## src/hdl/pbtb_pkg.sv

```systemverilog
`timescale 1ns / 1ps
// ============================================================================
// pbtb_pkg: shared types and constants of the proportional text blitter
// Item structs, command and register codes, store geometry.
// ============================================================================
package pbtb_pkg;

    localparam int MAX_GLYPH_WIDTH  = 16;
    localparam int MAX_GLYPH_HEIGHT = 32;
    localparam int GLYPH_COUNT      = 256;
    localparam int ADDRESS_BITS     = 24;

    localparam int CODE_W  = $clog2(GLYPH_COUNT);
    localparam int ROW_W   = $clog2(MAX_GLYPH_HEIGHT);
    localparam int ROWS_W  = $clog2(MAX_GLYPH_HEIGHT + 1);
    localparam int STORE_W = CODE_W + ROW_W;

    localparam logic [7:0] CH_SPACE      = 8'h20;
    localparam logic [7:0] CH_UNDERSCORE = 8'h5F;
    localparam logic [7:0] CH_DIGIT_LO   = 8'h30;
    localparam logic [7:0] CH_DIGIT_HI   = 8'h39;

    typedef enum logic [1:0] {
        CMD_LOAD    = 2'd0,
        CMD_MEASURE = 2'd1,
        CMD_DRAW    = 2'd2,
        CMD_NONE    = 2'd3
    } t_command;

    typedef enum logic [2:0] {
        CFG_SCREEN_STRIDE = 3'd0,
        CFG_GLYPH_WIDTH   = 3'd1,
        CFG_GLYPH_HEIGHT  = 3'd2,
        CFG_CHAR_SPACING  = 3'd3,
        CFG_ALIGN_RIGHT   = 3'd4
    } t_cfg_index;

    typedef struct packed {
        logic [1:0]  command;
        logic [7:0]  char_code;
        logic [4:0]  glyph_row;
        logic [15:0] row_bits;
        logic        first_of_string;
        logic [15:0] pos_x;
        logic [11:0] pos_y;
        logic [7:0]  color;
    } t_in_item;

    typedef struct packed {
        logic [23:0] write_address;
        logic [15:0] write_mask;
        logic [7:0]  write_color;
        logic        last_row;
    } t_out_item;

    // controller -> datapath
    typedef struct packed {
        logic             accept;
        logic             mc_read;
        logic             store_write;
        logic             load_update;
        logic             measure_update;
        logic             pen_set;
        logic             base_calc;
        logic             row_issue;
        logic             row_last;
        logic [ROW_W-1:0] row_index;
        logic             advance;
    } t_cmd;

    // datapath -> controller
    typedef struct packed {
        t_command          op;
        logic [ROWS_W-1:0] rows;
        logic              rd_ok;
    } t_status;

endpackage

```

## src/hdl/pbtb_ctrl.sv

```systemverilog
`timescale 1ns / 1ps
// ============================================================================
// pbtb_ctrl: item sequencer
// Walks each item through read and update steps, or for draws base, row-issue and advance steps.
// ============================================================================
module pbtb_ctrl (
    input  logic            i_clk,
    input  logic            i_rst_n,
    input  logic            i_in_valid,
    output logic            o_in_stall,
    input  pbtb_pkg::t_status i_status,
    output pbtb_pkg::t_cmd  o_cmd
);
    import pbtb_pkg::*;

    typedef enum logic [2:0] {
        S_IDLE,
        S_READ,
        S_LOAD_UPD,
        S_MEAS_UPD,
        S_BASE,
        S_ROW,
        S_ADV
    } t_state;

    t_state            r_state, n_state;
    logic [ROWS_W-1:0] r_row, n_row;
    logic              w_last;

    assign w_last     = (r_row == (i_status.rows - ROWS_W'(1)));
    assign o_in_stall = (r_state != S_IDLE);

    always_comb begin
        n_state = r_state;
        n_row   = r_row;
        case (r_state)
            S_IDLE: begin
                if (i_in_valid) begin
                    n_state = S_READ;
                end
            end
            S_READ: begin
                case (i_status.op)
                    CMD_LOAD:    n_state = S_LOAD_UPD;
                    CMD_MEASURE: n_state = S_MEAS_UPD;
                    CMD_DRAW:    n_state = S_BASE;
                    default:     n_state = S_IDLE;
                endcase
            end
            S_LOAD_UPD: n_state = S_IDLE;
            S_MEAS_UPD: n_state = S_IDLE;
            S_BASE: begin
                n_row   = '0;
                n_state = (i_status.rows == '0) ? S_ADV : S_ROW;
            end
            S_ROW: begin
                if (i_status.rd_ok) begin
                    n_row = r_row + ROWS_W'(1);
                    if (w_last) begin
                        n_state = S_ADV;
                    end
                end
            end
            S_ADV:   n_state = S_IDLE;
            default: n_state = S_IDLE;
        endcase
    end

    always_comb begin
        o_cmd                = '0;
        o_cmd.accept         = (r_state == S_IDLE) && i_in_valid;
        o_cmd.mc_read        = (r_state == S_READ);
        o_cmd.store_write    = (r_state == S_READ) && (i_status.op == CMD_LOAD);
        o_cmd.pen_set        = (r_state == S_READ) && (i_status.op == CMD_DRAW);
        o_cmd.load_update    = (r_state == S_LOAD_UPD);
        o_cmd.measure_update = (r_state == S_MEAS_UPD);
        o_cmd.base_calc      = (r_state == S_BASE);
        o_cmd.row_issue      = (r_state == S_ROW) && i_status.rd_ok;
        o_cmd.row_last       = w_last;
        o_cmd.row_index      = r_row[ROW_W-1:0];
        o_cmd.advance        = (r_state == S_ADV);
    end

    always_ff @(posedge i_clk) begin
        if (!i_rst_n) begin
            r_state <= S_IDLE;
            r_row   <= '0;
        end else begin
            r_state <= n_state;
            r_row   <= n_row;
        end
    end

endmodule

```

## config.mk

```make
export PLATFORM = sky130hd
export DESIGN_NAME = pbtb_ctrl
export DESIGN_NICKNAME = d
export VERILOG_FILES = /design/src/hdl/pbtb_pkg.sv /design/src/hdl/pbtb_ctrl.sv
export SDC_FILE = /design/constraint.sdc
export NUM_CORES = 1
export LEC_CHECK = 0
export BUFFER_PORTS_ARGS = -buffer_cell sky130_fd_sc_hd__buf_2
export CAP_MARGIN = 20
export CORE_UTILIZATION = 35
export DETAILED_ROUTE_END_ITERATION = 7
export GPL_TIMING_DRIVEN = 0
export PLACE_DENSITY = 0.7
export RECOVER_POWER = 50
export SYNTH_ARGS = -nofsm -noshare
export SYNTH_HDL_FRONTEND = slang
export SYNTH_SLANG_ARGS = --single-unit
```

## constraint.sdc

```tcl
create_clock -name i_clk -period 2.86 [get_ports i_clk]
set_clock_uncertainty 0.2 [all_clocks]
set_input_delay 0.143 -clock i_clk [delete_from_list [all_inputs] [get_ports i_clk]]
set_output_delay 0.143 -clock i_clk [all_outputs]
set_load 0.01 [all_outputs]
```

# [After elaboration in Yosys (flattened, before gate mapping)]
# Index checks and enable logic that the tools add are counted.
[word_totals] reg_bits=9 input_bits=12 out_inout_bits=16 word_cells=35
[classes] add_sub_neg=2 eq_ne=12 n_mux=8 n_reduce_logical=11
[ops] cell="3-bit case mux with 4 select lines" count=1
[ops] cell="6-bit case mux with 2 select lines" count=1
[ops] cell="3-bit equality test, second input constant" count=3
[ops] cell="3-bit two-way mux" count=3
[ops] cell="3-bit case mux with 3 select lines" count=1
[ops] cell="6-bit by 1-bit adder with 6-bit output, second input constant" count=1
[ops] cell="3-bit by 2-bit equality test with 1-bit output, second input constant" count=2
[ops] cell="6-bit equality test" count=1
[ops] cell="6-bit zero test" count=1
[ops] cell="6-bit two-way mux" count=1
[ops] cell="2-bit != test, second input constant" count=3
[ops] cell="6-bit by 1-bit subtractor with 6-bit output, second input constant" count=1
[ops] cell="1-bit logical AND" count=4
[ops] cell="3-bit by 1-bit equality test with 1-bit output, second input constant" count=1
[ops] cell="3-bit zero test" count=1
[ops] cell="3-bit AND reduction" count=1
[ops] cell="3-bit nonzero test" count=1
[ops] cell="2-bit by 1-bit equality test with 1-bit output, second input constant" count=1
[ops] cell="2-bit equality test, second input constant" count=1
[ops] cell="2-bit zero test" count=1
[ops] cell="2-bit two-way mux" count=1
[ops] cell="2-bit AND reduction" count=1
[ops] cell="2-bit nonzero test" count=1

# [Logic depth before layout (Yosys ltp)]
# Gate-level depths: netlist of the first run.
[logic_depth] depth_word=5 mapped_depth=7 ltp_nobuf=7

# [Least setup slack after synthesis of the first run]
# No wires, ideal clock.
[synth_timing] kind="reg-to-reg" startpoint="register r_row[2]" endpoint="register r_state[0]" setup_time_ns=0.114 arrival_ns=1.434 required_ns=2.546 slack_ns=1.112 stages_incl_launch_ff=7 n_path_buf=1 synth_period_minus_slack_ns=1.748 path_cell_list="dfxtp_1 -> clkbuf_1 -> nand4b_1 -> o211ai_1 -> a21oi_1 -> o41a_1 -> a21o_1"
[synth_between] elab_chain_len=3
[synth_lines] item="start, declared" line="pbtb_ctrl.sv:27" rtl="logic [ROWS_W-1:0] r_row, n_row;"
[synth_lines] item="start signal, assigned" line="pbtb_ctrl.sv:90" rtl="r_row <= n_row;"
[synth_lines] item="6-bit equality test" line="pbtb_ctrl.sv:30" rtl="assign w_last = (r_row == (i_status.rows - ROWS_W'(1)));"
[synth_lines] item="2-bit != test (no line)"
[synth_lines] item="3-bit AND reduction (no line)"
[synth_lines] item="end signal, assigned" line="pbtb_ctrl.sv:89" rtl="r_state <= n_state;"
[synth_lines] item="end, declared" line="pbtb_ctrl.sv:26" rtl="t_state r_state, n_state;"
# Every way passes these cells.
# A chain may end at the register's enable or synchronous reset.

# [Worst setup path in the final report of the first run]
[layout_timing] startpoint="register r_row[2]" endpoint="output o_cmd[6] (netlist name)"
[layout_between] elab_chain_len=1
[layout_lines] item="6-bit equality test" line="pbtb_ctrl.sv:30"
[layout_lines] item="end, declared" line="pbtb_ctrl.sv:12" rtl="output pbtb_pkg::t_cmd o_cmd"
# Every way passes these cells.

==> results of run 1 <==
## cells in the final DEF (no fill, tap or decap), types with 2 or more instances in the layout
master and count:
xor2_1 7, dfxtp_1 9, o21ai_0 2, and3_1 5, nand3_1 4, inv_1 8
clkbuf_4 7, xnor2_1 5, buf_4 2, dlygate4sd3_1 2, nand2b_1 2, buf_2 21
clkbuf_1 9, nand2_1 7, ha_1 3, nor3_1 6, a21oi_1 4, nor2_1 10
## final cells by class
cell class | instances | area (um^2)
sequential | 9 | 180
fill | 200 | 1030
clock inverter | 1 | 5.00
inverter | 8 | 30.0
clock buffer | 3 | 22.5
multi-input combinational | 73 | 477
timing repair buffer | 29 | 148
buffer | 9 | 56.3
tap | 27 | 33.8
## flip-flops by register name, indices dropped and copies added, names as in the netlist
name / count
r_row: 6
r_state: 3
## power by group through the flow
stage | Clock, W | Sequential, W | Combinational [W]
5_1_grt | 0.000112 | 0.000133 | 0.0000933
3_5_place_dp | 0 | 0.000135 | 0.0000814
4_1_cts | 0.000102 | 0.000132 | 0.0000838
3_3_place_gp | 0 | 0.000135 | 0.0000799
2_1_floorplan | 0 | 0.000134 | 0.0000512
6_report | 0.0000972 | 0.000132 | 0.0000820
## worst max-delay path, stage by stage (launching register included)
cell and delay (ns):
dfxtp_1 0.32, clkbuf_1 0.28, nand4b_1 0.14, o211ai_1 0.10, a21oi_1 0.12, nor4_1 0.32, buf_4 0.15, buf_2 0.11
## cells by family (layout without fill, tap and decap cells)
family / after synthesis / in the layout / synth area share (%)
multiplexers: 1 / 1 / 1.35
buffers and inverters: 17 / 50 / 11.6
XOR/XNOR: 12 / 12 / 14.1
AND/OR/NAND/NOR: 42 / 42 / 30.1
AO/OA/AOI/OAI: 15 / 15 / 13.5
flip-flops: 9 / 9 / 24.2
adder cells (fa/ha/maj): 3 / 3 / 5.05
## through the flow
stage,util (%),std cells
finish,48.0,159
global route,48.0,159
floorplan,-,99
global placement,46.0,153
CTS,48.4,159
detailed placement,46.0,153
## how the worst max path moves through the flow
stage | to | slack (ns) | depth (start not counted) | from
CTS | o_cmd[6] | 0.69 | 7 | r_row[2]
detailed placement | r_state[0] | 0.89 | 8 | i_status[1]
finish | o_cmd[6] | 0.72 | 7 | r_row[2]
global route | o_cmd[6] | 0.53 | 7 | r_row[2]
global placement | r_state[0] | 0.91 | 8 | i_status[1]
floorplan | r_state[0] | 1.11 | 6 | r_row[2]
## routing by layer
| layer | routed length (um) | share of wire [%] | global-route usage, % | vias to the layer above |
|---|---|---|---|---|
| li1 | - | - | - | 398 |
| met1 | 753 | 47 | 21.2 | 333 |
| met2 | 739 | 46 | 25.4 | 17 |
| met3 | 43 | 2.7 | 2.26 | 6 |
| met4 | 69 | 4.3 | 9.44 | 0 |
| met5 | 0 | 0 | 0 | - |
## synth_stat cells, types with 4 or more instances
cell and n:
dfxtp_1 9, nand3_1 4, and3_1 5, buf_4 6, a21oi_1 4, nor2_1 10
xnor2_1 5, inv_1 8, nor3_1 6, nand2_1 7, xor2_1 7
==> flow_metrics.py, run 1 <==
metrics = {
    "outcome": {
        "status": "complete, no violations",
    },
    "power_and_ir_drop": {
        "power.switching_w": 0.0000978,
        "p_per_area_mw_per_mm2": 327,
        "cellInternalPower_w": 0.000214,
        "leakage_nw": 0.456,
        "ir_worst_vdd_mv": 0.235,
        "combPwrFrac_pct": 26.3,
        "clkPwrFrac_pct": 31.2,
        "p_sw_share_pct": 31.4,
        "total_power_w": 0.000312,
        "sequentialPowerShare_pct": 42.5,
    },
    "clocking": {
        "clk_pin_slew_ns": 0.07,
        "clk_latency_ns": 0.27,
        "cts_resized": 0,
        "postCtsSetupBuffers": 0,
        "cts-buffers-inserted": 3,
        "ctsRootBufferMaster": "clkbuf_4",
        "clockBufferDepth": 2,
        "cts_tree": "yes",
        "cts.sinks": 9,
        "hold_buffers": 2,
        "htreeDepth": 1,
    },
    "floorplan": {
        "start_util_pct": 37.5,
        "io_pins": 28,
        "die_w_um": 48.1,
        "dieHeight_um": 48.1,
        "fp.coreArea_mm2": 0.00198,
        "design.die.area_mm2": 0.00231,
        "num_rows": 16,
    },
    "sta": {
        "timing.final.ws_setup_ns": 0.716,
        "drv_slew": 0,
        "final.setup.tns_ns": 0,
        "final_hold_viol_count": 0,
        "worst_pin_slew_ns": 0.396,
        "finalCriticalPeriod_ns": 2.14,
        "max_freq_ghz": 0.467,
        "finalCritPeriodShare_pct": 74.9,
        "fin_worst_hold_slack_ns": 0.0142,
        "slew_headroom_pct": 73.3,
        "rsz0062_at_grt": "false",
        "setup_viol": 0,
    },
    "logic_synthesis": {
        "ys_seq_area_share_pct": 24.2,
        "yosysTopAreaCell": "dfxtp_1",
        "synth_flop_cell": "dfxtp_1",
        "synth_seq_cells": 9,
        "synth_cells": 99,
        "yosysTopAreaCellShare_pct": 24.2,
        "async_reset_ff_share_pct": 0,
        "syn_area_um2": 743,
        "synth_nets": 114,
        "synth.distinct_cells": 33,
        "syn_area_per_cell_um2": 7.51,
        "ys_warn_count": 0,
        "synth_enable_flop_cells": 0,
        "yosys-top-cells-area": "dfxtp_1 (24%), xor2_1 (8.2%), buf_4 (6.1%), xnor2_1 (5.9%), ha_1 (5.1%)",
    },
    "setup_path": {
        "reg2regPathDepth": 6,
        "required_ns": 2.52,
        "worstPathArrival_ns": 1.80,
        "r2r-start": "r_row[2]",
        "worstSetupPathType": "flop to output pin",
        "start_kind": "flop",
        "rrSetupSlack_ns": 0.96,
        "reg2reg_to": "r_state[0]",
        "worst_setup_path_end_kind": "output pin",
        "crit_path_max_fanout": 7,
    },
    "finish": {
        "final_area_um2": 952,
        "nets": 148,
        "area_growth_pct": 28.1,
        "layout-drive-gt1-share_pct": 25.8,
        "diodes": 0,
    },
    "place": {
        "pre_cts_slack_ns": 0.890,
        "port_buffers": 27,
        "hpwlAfterDp_mm": 1.28,
        "globalplace.congestion": 0.764,
        "place_area_um2": 912,
    },
    "route": {
        "antenna_left": 0,
        "drtIter0Drc": 9,
        "drt_wl_total_mm": 1.61,
        "drcViolationCount": 0,
        "vias_per_cell": 4.74,
        "routedWlPerCell_um": 10.1,
        "via_count": 754,
        "firstDrtPassIters": 3,
    },
    "grt": {
        "grt_pass1_vias": 641,
        "grt_pass1_wl_mm": 2.57,
        "grt_overflow": 0,
        "antenna_found_initial": 0,
        "grtUsageTotal_pct": 16.3,
        "grt_max_degree": 11,
    },
    "worst_hold_path": {
        "hp-start": "i_status[0]",
        "min_to": "r_row[0]",
        "hold_depth": 4,
        "hp-class": "input pin to flop",
    },
    "run": {
        "cap_violations": 0,
    },
}
Power figures use the tool's default switching activity.
==> run 2, diff against run 1 <==
--- a/config.mk
+++ b/config.mk
@@ -10,7 +10,7 @@
 export CORE_UTILIZATION = 35
 export DETAILED_ROUTE_END_ITERATION = 7
 export GPL_TIMING_DRIVEN = 0
-export PLACE_DENSITY = 0.7
+export PLACE_DENSITY = 0.73
 export RECOVER_POWER = 50
 export SYNTH_ARGS = -nofsm -noshare
 export SYNTH_HDL_FRONTEND = slang
==> constraint.sdc (replaced) <==
create_clock -name i_clk -period 1.95 [get_ports i_clk]
set_clock_uncertainty 0.2 [all_clocks]
set_input_delay 0.0975 -clock i_clk [delete_from_list [all_inputs] [get_ports i_clk]]
set_output_delay 0.0975 -clock i_clk [all_outputs]
set_load 0.01 [all_outputs]
==> run 2 against run 1 <==
  * Highest routed layer unchanged
  * Critical path depth decreased by 2
  * Largest power group unchanged
  * Utilization increased by 4.2 points
  * Sequential cell count unchanged
  * Non-clock buffer count increased by 3
  * Global-route usage decreased by 1.7 points
  * Power increased by 53%
  * Clock power increased by 55%
  * Count of clock-buffer cells in the layout increased by 1
  * Critical path type unchanged
  * Register-to-register slack got worse by 0.78 ns
  * Die area unchanged
  * Wire length increased by 12%
  * Combinational power increased by 63%
==> flow_metrics.py, run 2 (synthesis gave the netlist of run 1 again) <==
metrics = {
    "grt": {
        "grt_pass1_vias": 600,
        "antenna_found_initial": 0,
        "grtUsageTotal_pct": 14.5,
        "grt_pass1_wl_mm": 2.30,
        "grt_max_degree": 11,
        "grt_overflow": 0,
    },
    "setup_path": {
        "cp.buffers_inverters": 2,
        "worstPathArrival_ns": 1.54,
        "r2r-start": "r_state[0]",
        "required_ns": 1.65,
        "crit_family": "flip-flops",
        "worst_path_largest_cell_delay_ns": 0.48,
        "crit_path_max_fanout": 6,
        "worst_setup_path_end_kind": "output pin",
        "worstSetupPathType": "flop to output pin",
        "slowest_stage": "dfxtp_1",
        "reg2regPathDepth": 6,
        "reg2reg_to": "r_state[2]",
        "start_kind": "flop",
        "rrSetupSlack_ns": 0.18,
        "crit_chain": "xor2_1 -> nand2_1 -> nor4_2 -> buf_4 -> buf_6",
        "crit_start": "r_row[0]",
    },
    "floorplan": {
        "io_pins": 28,
        "die_w_um": 48.1,
        "fp.coreArea_mm2": 0.00198,
        "dieHeight_um": 48.1,
        "design.die.area_mm2": 0.00231,
        "num_rows": 16,
        "start_util_pct": 37.5,
    },
    "worst_hold_path": {
        "hold_depth": 4,
        "hp-class": "input pin to flop",
        "min_to": "r_state[0]",
        "hp-start": "i_in_valid",
    },
    "route": {
        "firstDrtPassIters": 4,
        "drcViolationCount": 0,
        "vias_per_cell": 4.88,
        "routedWlPerCell_um": 11.1,
        "drt_wl_total_mm": 1.80,
        "antenna_left": 0,
        "via_count": 791,
        "drtIter0Drc": 11,
    },
    "power_and_ir_drop": {
        "total_power_w": 0.000476,
        "p_per_area_mw_per_mm2": 459,
        "leakage_nw": 0.489,
        "ir_worst_vdd_mv": 0.207,
    },
    "clocking": {
        "cts-buffers-inserted": 3,
        "clockBufferDepth": 2,
        "clk_latency_ns": 0.27,
        "ctsRootBufferMaster": "clkbuf_4",
        "cts_tree": "yes",
        "htreeDepth": 1,
        "cts.sinks": 9,
        "clk_pin_slew_ns": 0.07,
    },
    "finish": {
        "largest_registers": "r_row (6), r_state (3)",
        "final_common_cell": "buf_2",
        "largest_reg_flops": 6,
        "final_area_mm2": 0.00104,
        "largest-register": "r_row",
        "diodes": 0,
        "layout-drive-gt1-share_pct": 31.1,
        "area_growth_pct": 39.4,
        "layout_common_cells": "buf_2 (21), nor2_1 (10), inv_1 (8)",
        "nets": 151,
    },
    "sta": {
        "final.setup.tns_ns": 0,
        "drv_slew": 0,
        "setup_viol": 0,
        "final_hold_viol_count": 0,
        "slew_headroom_pct": 69.6,
        "finalCritPeriodShare_pct": 94.0,
        "finalCriticalPeriod_ns": 1.83,
        "max_freq_ghz": 0.546,
        "rsz0062_at_grt": "false",
        "worst_pin_slew_ns": 0.452,
    },
    "place": {
        "globalplace.congestion": 0.772,
        "hpwlAfterDp_mm": 1.35,
        "place_area_um2": 912,
        "port_buffers": 27,
    },
    "outcome": {
        "status": "complete, no violations",
    },
    "run": {
        "cap_violations": 0,
    },
}
==> run 2: changes by cell type in the layout (fill, tap and decap cells not counted), moves of 2 or more <==
cell / change
dfxtp_1: -2
dfxtp_4: +2
buf_4: +3
clkbuf_1: -2
dlygate4sd3_1: +2
==> run 2: how the worst max path moves through the flow <==
stage / slack, ns / end / depth (start not counted)
global route: 0.001 / o_cmd[6] / 9
floorplan: 0.20 / r_state[0] / 6
detailed placement: 0.02 / r_state[0] / 8
finish: 0.12 / o_cmd[6] / 5
CTS: 0.02 / o_cmd[6] / 5
global placement: 0.07 / r_state[0] / 8
==> run 2: layout make-up <==
type	instances	area, um^2
multi-input cells	73	514
plain buffers	8	53.8
fillers	189	946
inverters	8	30.0
clock buffers	4	26.3
flip-flops and latches	9	188
repair buffers	33	190
well taps	27	33.8
==> run 2: tightest hold or removal path, stage by stage <==
cell and delay [ns]:
buf_2 0.09, nor3_1 0.04, nor3_1 0.14, a21o_1 0.11
==> run 2: timing repair <==
action	CTS	global route
resized for setup	2	10
endpoints found under the hold margin	5	0
endpoints found under the setup margin	1	2
hold buffers	4	0
pin swaps	1	2
buffers inserted	0	2
cloned	0	0
==> run 2: where the power goes <==
part / leakage, nW / switching, W / internal [W]
logic: 0.400 / 0.0000779 / 0.0000558
clock network: 0.0150 / 0.0000715 / 0.0000792
registers: 0.0746 / 0.00000525 / 0.000186
==> run 2: per-stage QoR <==
step                      util, %  setup slack [ns]  cells  hold slack, ns
after floorplan                 -             0.202     99         0.00782
after CTS                    49.3            0.0240    160          0.0229
after detailed placement     46.0            0.0212    153           0.170
after global placement       46.0            0.0659    153           0.166
final                        52.3             0.117    162          0.0306
after global routing         52.3           0.00122    162          0.0354
==> run 2: routing by layer <==
| metal | share of wire [%] | vias up | GRT usage (%) |
|---|---|---|---|
| met5 | 0 | - | 0 |
| met4 | 1.5 | 0 | 6.67 |
| met3 | 2.3 | 2 | 2.26 |
| met2 | 54 | 15 | 28.4 |
| met1 | 42 | 367 | 14.8 |
| li1 | - | 407 | - |
==> run 3, diff against run 2 <==
--- a/config.mk
+++ b/config.mk
@@ -10,7 +10,8 @@
 export CORE_UTILIZATION = 35
 export DETAILED_ROUTE_END_ITERATION = 7
 export GPL_TIMING_DRIVEN = 0
-export PLACE_DENSITY = 0.73
+export MAX_ROUTING_LAYER = met4
+export PLACE_DENSITY = 0.7
 export RECOVER_POWER = 50
 export SYNTH_ARGS = -nofsm -noshare
 export SYNTH_HDL_FRONTEND = slang
==> constraint.sdc (replaced) <==
create_clock -name i_clk -period 2.15 [get_ports i_clk]
set_clock_uncertainty 0.2 [all_clocks]
set_input_delay 0.1075 -clock i_clk [delete_from_list [all_inputs] [get_ports i_clk]]
set_output_delay 0.1075 -clock i_clk [all_outputs]
set_load 0.01 [all_outputs]
==> run 3 against run 2 <==
  * Non-clock buffer count shrank 3
  * Global-route usage rose by 2.3 points
  * Cell area fell by 7.4%
  * Wire length is 11% lower
  * Worst setup slack better by 0.052 ns
  * Critical path type unchanged
==> flow_metrics.py, run 3 (synthesis gave the netlist of run 1 again) <==
metrics = {
    "finish": {
        "diodes": 0,
        "final_common_cell": "buf_2",
        "largest-register": "r_row",
        "layout-drive-gt1-share_pct": 26.5,
        "layout_common_cells": "buf_2 (22), nor2_1 (10), dfxtp_1 (9)",
        "area_growth_pct": 29.1,
        "fillCellCount": 197,
        "instances_no_fill": 159,
        "largest_reg_flops": 6,
        "multi_input_area_um2": 477,
        "ff_latch_area_um2": 180,
        "largest_registers": "r_row (6), r_state (3)",
        "nets": 148,
    },
    "setup_path": {
        "worstSetupPathType": "flop to output pin",
        "start_kind": "flop",
        "worstPathArrival_ns": 1.67,
        "required_ns": 1.84,
        "crit_path_max_fanout": 8,
        "r2r-start": "r_row[2]",
        "worst_setup_path_end_kind": "output pin",
        "crit_start": "r_row[2]",
    },
    "floorplan": {
        "dieHeight_um": 48.1,
        "start_util_pct": 37.5,
        "num_rows": 16,
        "fp.coreArea_mm2": 0.00198,
        "die_w_um": 48.1,
        "io_pins": 28,
        "design.die.area_mm2": 0.00231,
    },
    "clocking": {
        "ctsRootBufferMaster": "clkbuf_4",
        "cts_tree": "yes",
        "cts_resized": 0,
        "cts.sinks": 9,
        "clockBufferDepth": 2,
        "htreeDepth": 1,
        "clk_latency_ns": 0.27,
        "clk_pin_slew_ns": 0.07,
        "cts-buffers-inserted": 3,
        "postCtsSetupBuffers": 0,
    },
    "grt": {
        "grt_pass1_vias": 647,
        "grt_pass1_wl_mm": 2.59,
        "grt_use_met3_pct": 2.26,
        "antenna_found_initial": 0,
        "use_met2_pct": 25.7,
        "grt_max_degree": 11,
        "grtUsageTotal_pct": 16.9,
        "busiest_layer": "met2",
        "use_met1_pct": 21.2,
        "grt_overflow": 0,
    },
    "place": {
        "hpwlAfterDp_mm": 1.28,
        "globalplace.congestion": 0.775,
        "dp_cells": 153,
        "port_buffers": 27,
    },
    "sta": {
        "final_hold_viol_count": 0,
        "finalCritPeriodShare_pct": 92.1,
        "drv_slew": 0,
        "worst_pin_slew_ns": 0.396,
        "rsz0062_at_grt": "false",
        "setup_viol": 0,
        "final.setup.tns_ns": 0,
        "slew_headroom_pct": 73.3,
        "finalCriticalPeriod_ns": 1.98,
        "max_freq_ghz": 0.505,
    },
    "route": {
        "firstDrtPassIters": 3,
        "drcViolationCount": 0,
        "drtIter0Drc": 9,
        "via_count": 755,
        "drt_wl_total_mm": 1.61,
        "antenna_left": 0,
        "routedWlPerCell_um": 10.1,
        "vias_per_cell": 4.75,
    },
    "power_and_ir_drop": {
        "total_power_w": 0.000417,
        "ir_worst_vdd_mv": 0.315,
        "leakage_nw": 0.462,
        "p_per_area_mw_per_mm2": 434,
    },
    "run": {
        "cap_violations": 0,
    },
    "worst_hold_path": {
        "hp-start": "i_status[7]",
        "hp-class": "input pin to flop",
    },
    "outcome": {
        "status": "complete, no violations",
    },
}
-- run 3: cell count changes in the layout (fill, tap and decap cells not counted), moves of 2 or more --
cell,before,now
buf_4,5,1
clkbuf_4,6,8
dfxtp_1,7,9
dfxtp_4,2,0
-- run 3: cell type report --
cell class	instances	share of cell area (%)
Sequential cell	9	18.8
Clock inverter	1	0.522
Clock buffer	3	2.35
Multi-Input combinational cell	73	49.7
Buffer	8	5.48
Timing Repair Buffer	30	16.6
Tap cell	27	3.52
Inverter	8	3.13
-- run 3: through the flow --
stage	util [%]	hold slack, ns	area [um^2]	setup WS [ns]
floorplan	-	0.0178	743	0.402
global placement	46.0	0.171	912	0.236
detailed placement	46.0	0.184	912	0.215
CTS	48.9	0.0112	970	0.0164
global route	48.4	0.0520	960	0.00671
finish	48.4	0.0178	960	0.169
-- run 3: per-layer routing --
layer,up-vias,routed length [um]
li1,398,-
met5,-,0
met4,0,65
met3,6,41
met1,334,763
met2,17,738
-- run 3: power by group --
group / internal [W] / switching, W
clock: 0.0000685 / 0.0000614
sequential: 0.000171 / 0.00000476
combinational: 0.0000458 / 0.0000648
-- run 3: worst paths after layout --
path	endpoint	slack (ns)	cells after the start
max	o_cmd[6]	0.17	6
min	r_state[2]	0.02	4
max reg2reg	r_state[0]	0.37	5
min reg2reg	r_row[5]	0.35	2
-- run 3: critical path: stages, from the launching register on --
cell	delay, ns
dfxtp_1	0.47
nand4b_1	0.14
o211ai_1	0.10
a21oi_1	0.12
nor4_1	0.32
buf_4	0.15
buf_2	0.11
-- run 3: repair_timing --
action / in CTS / in global routing
setup endpoints to repair: 0 / 1
hold buffers: 3 / 0
endpoints found under the hold margin: 5 / 0
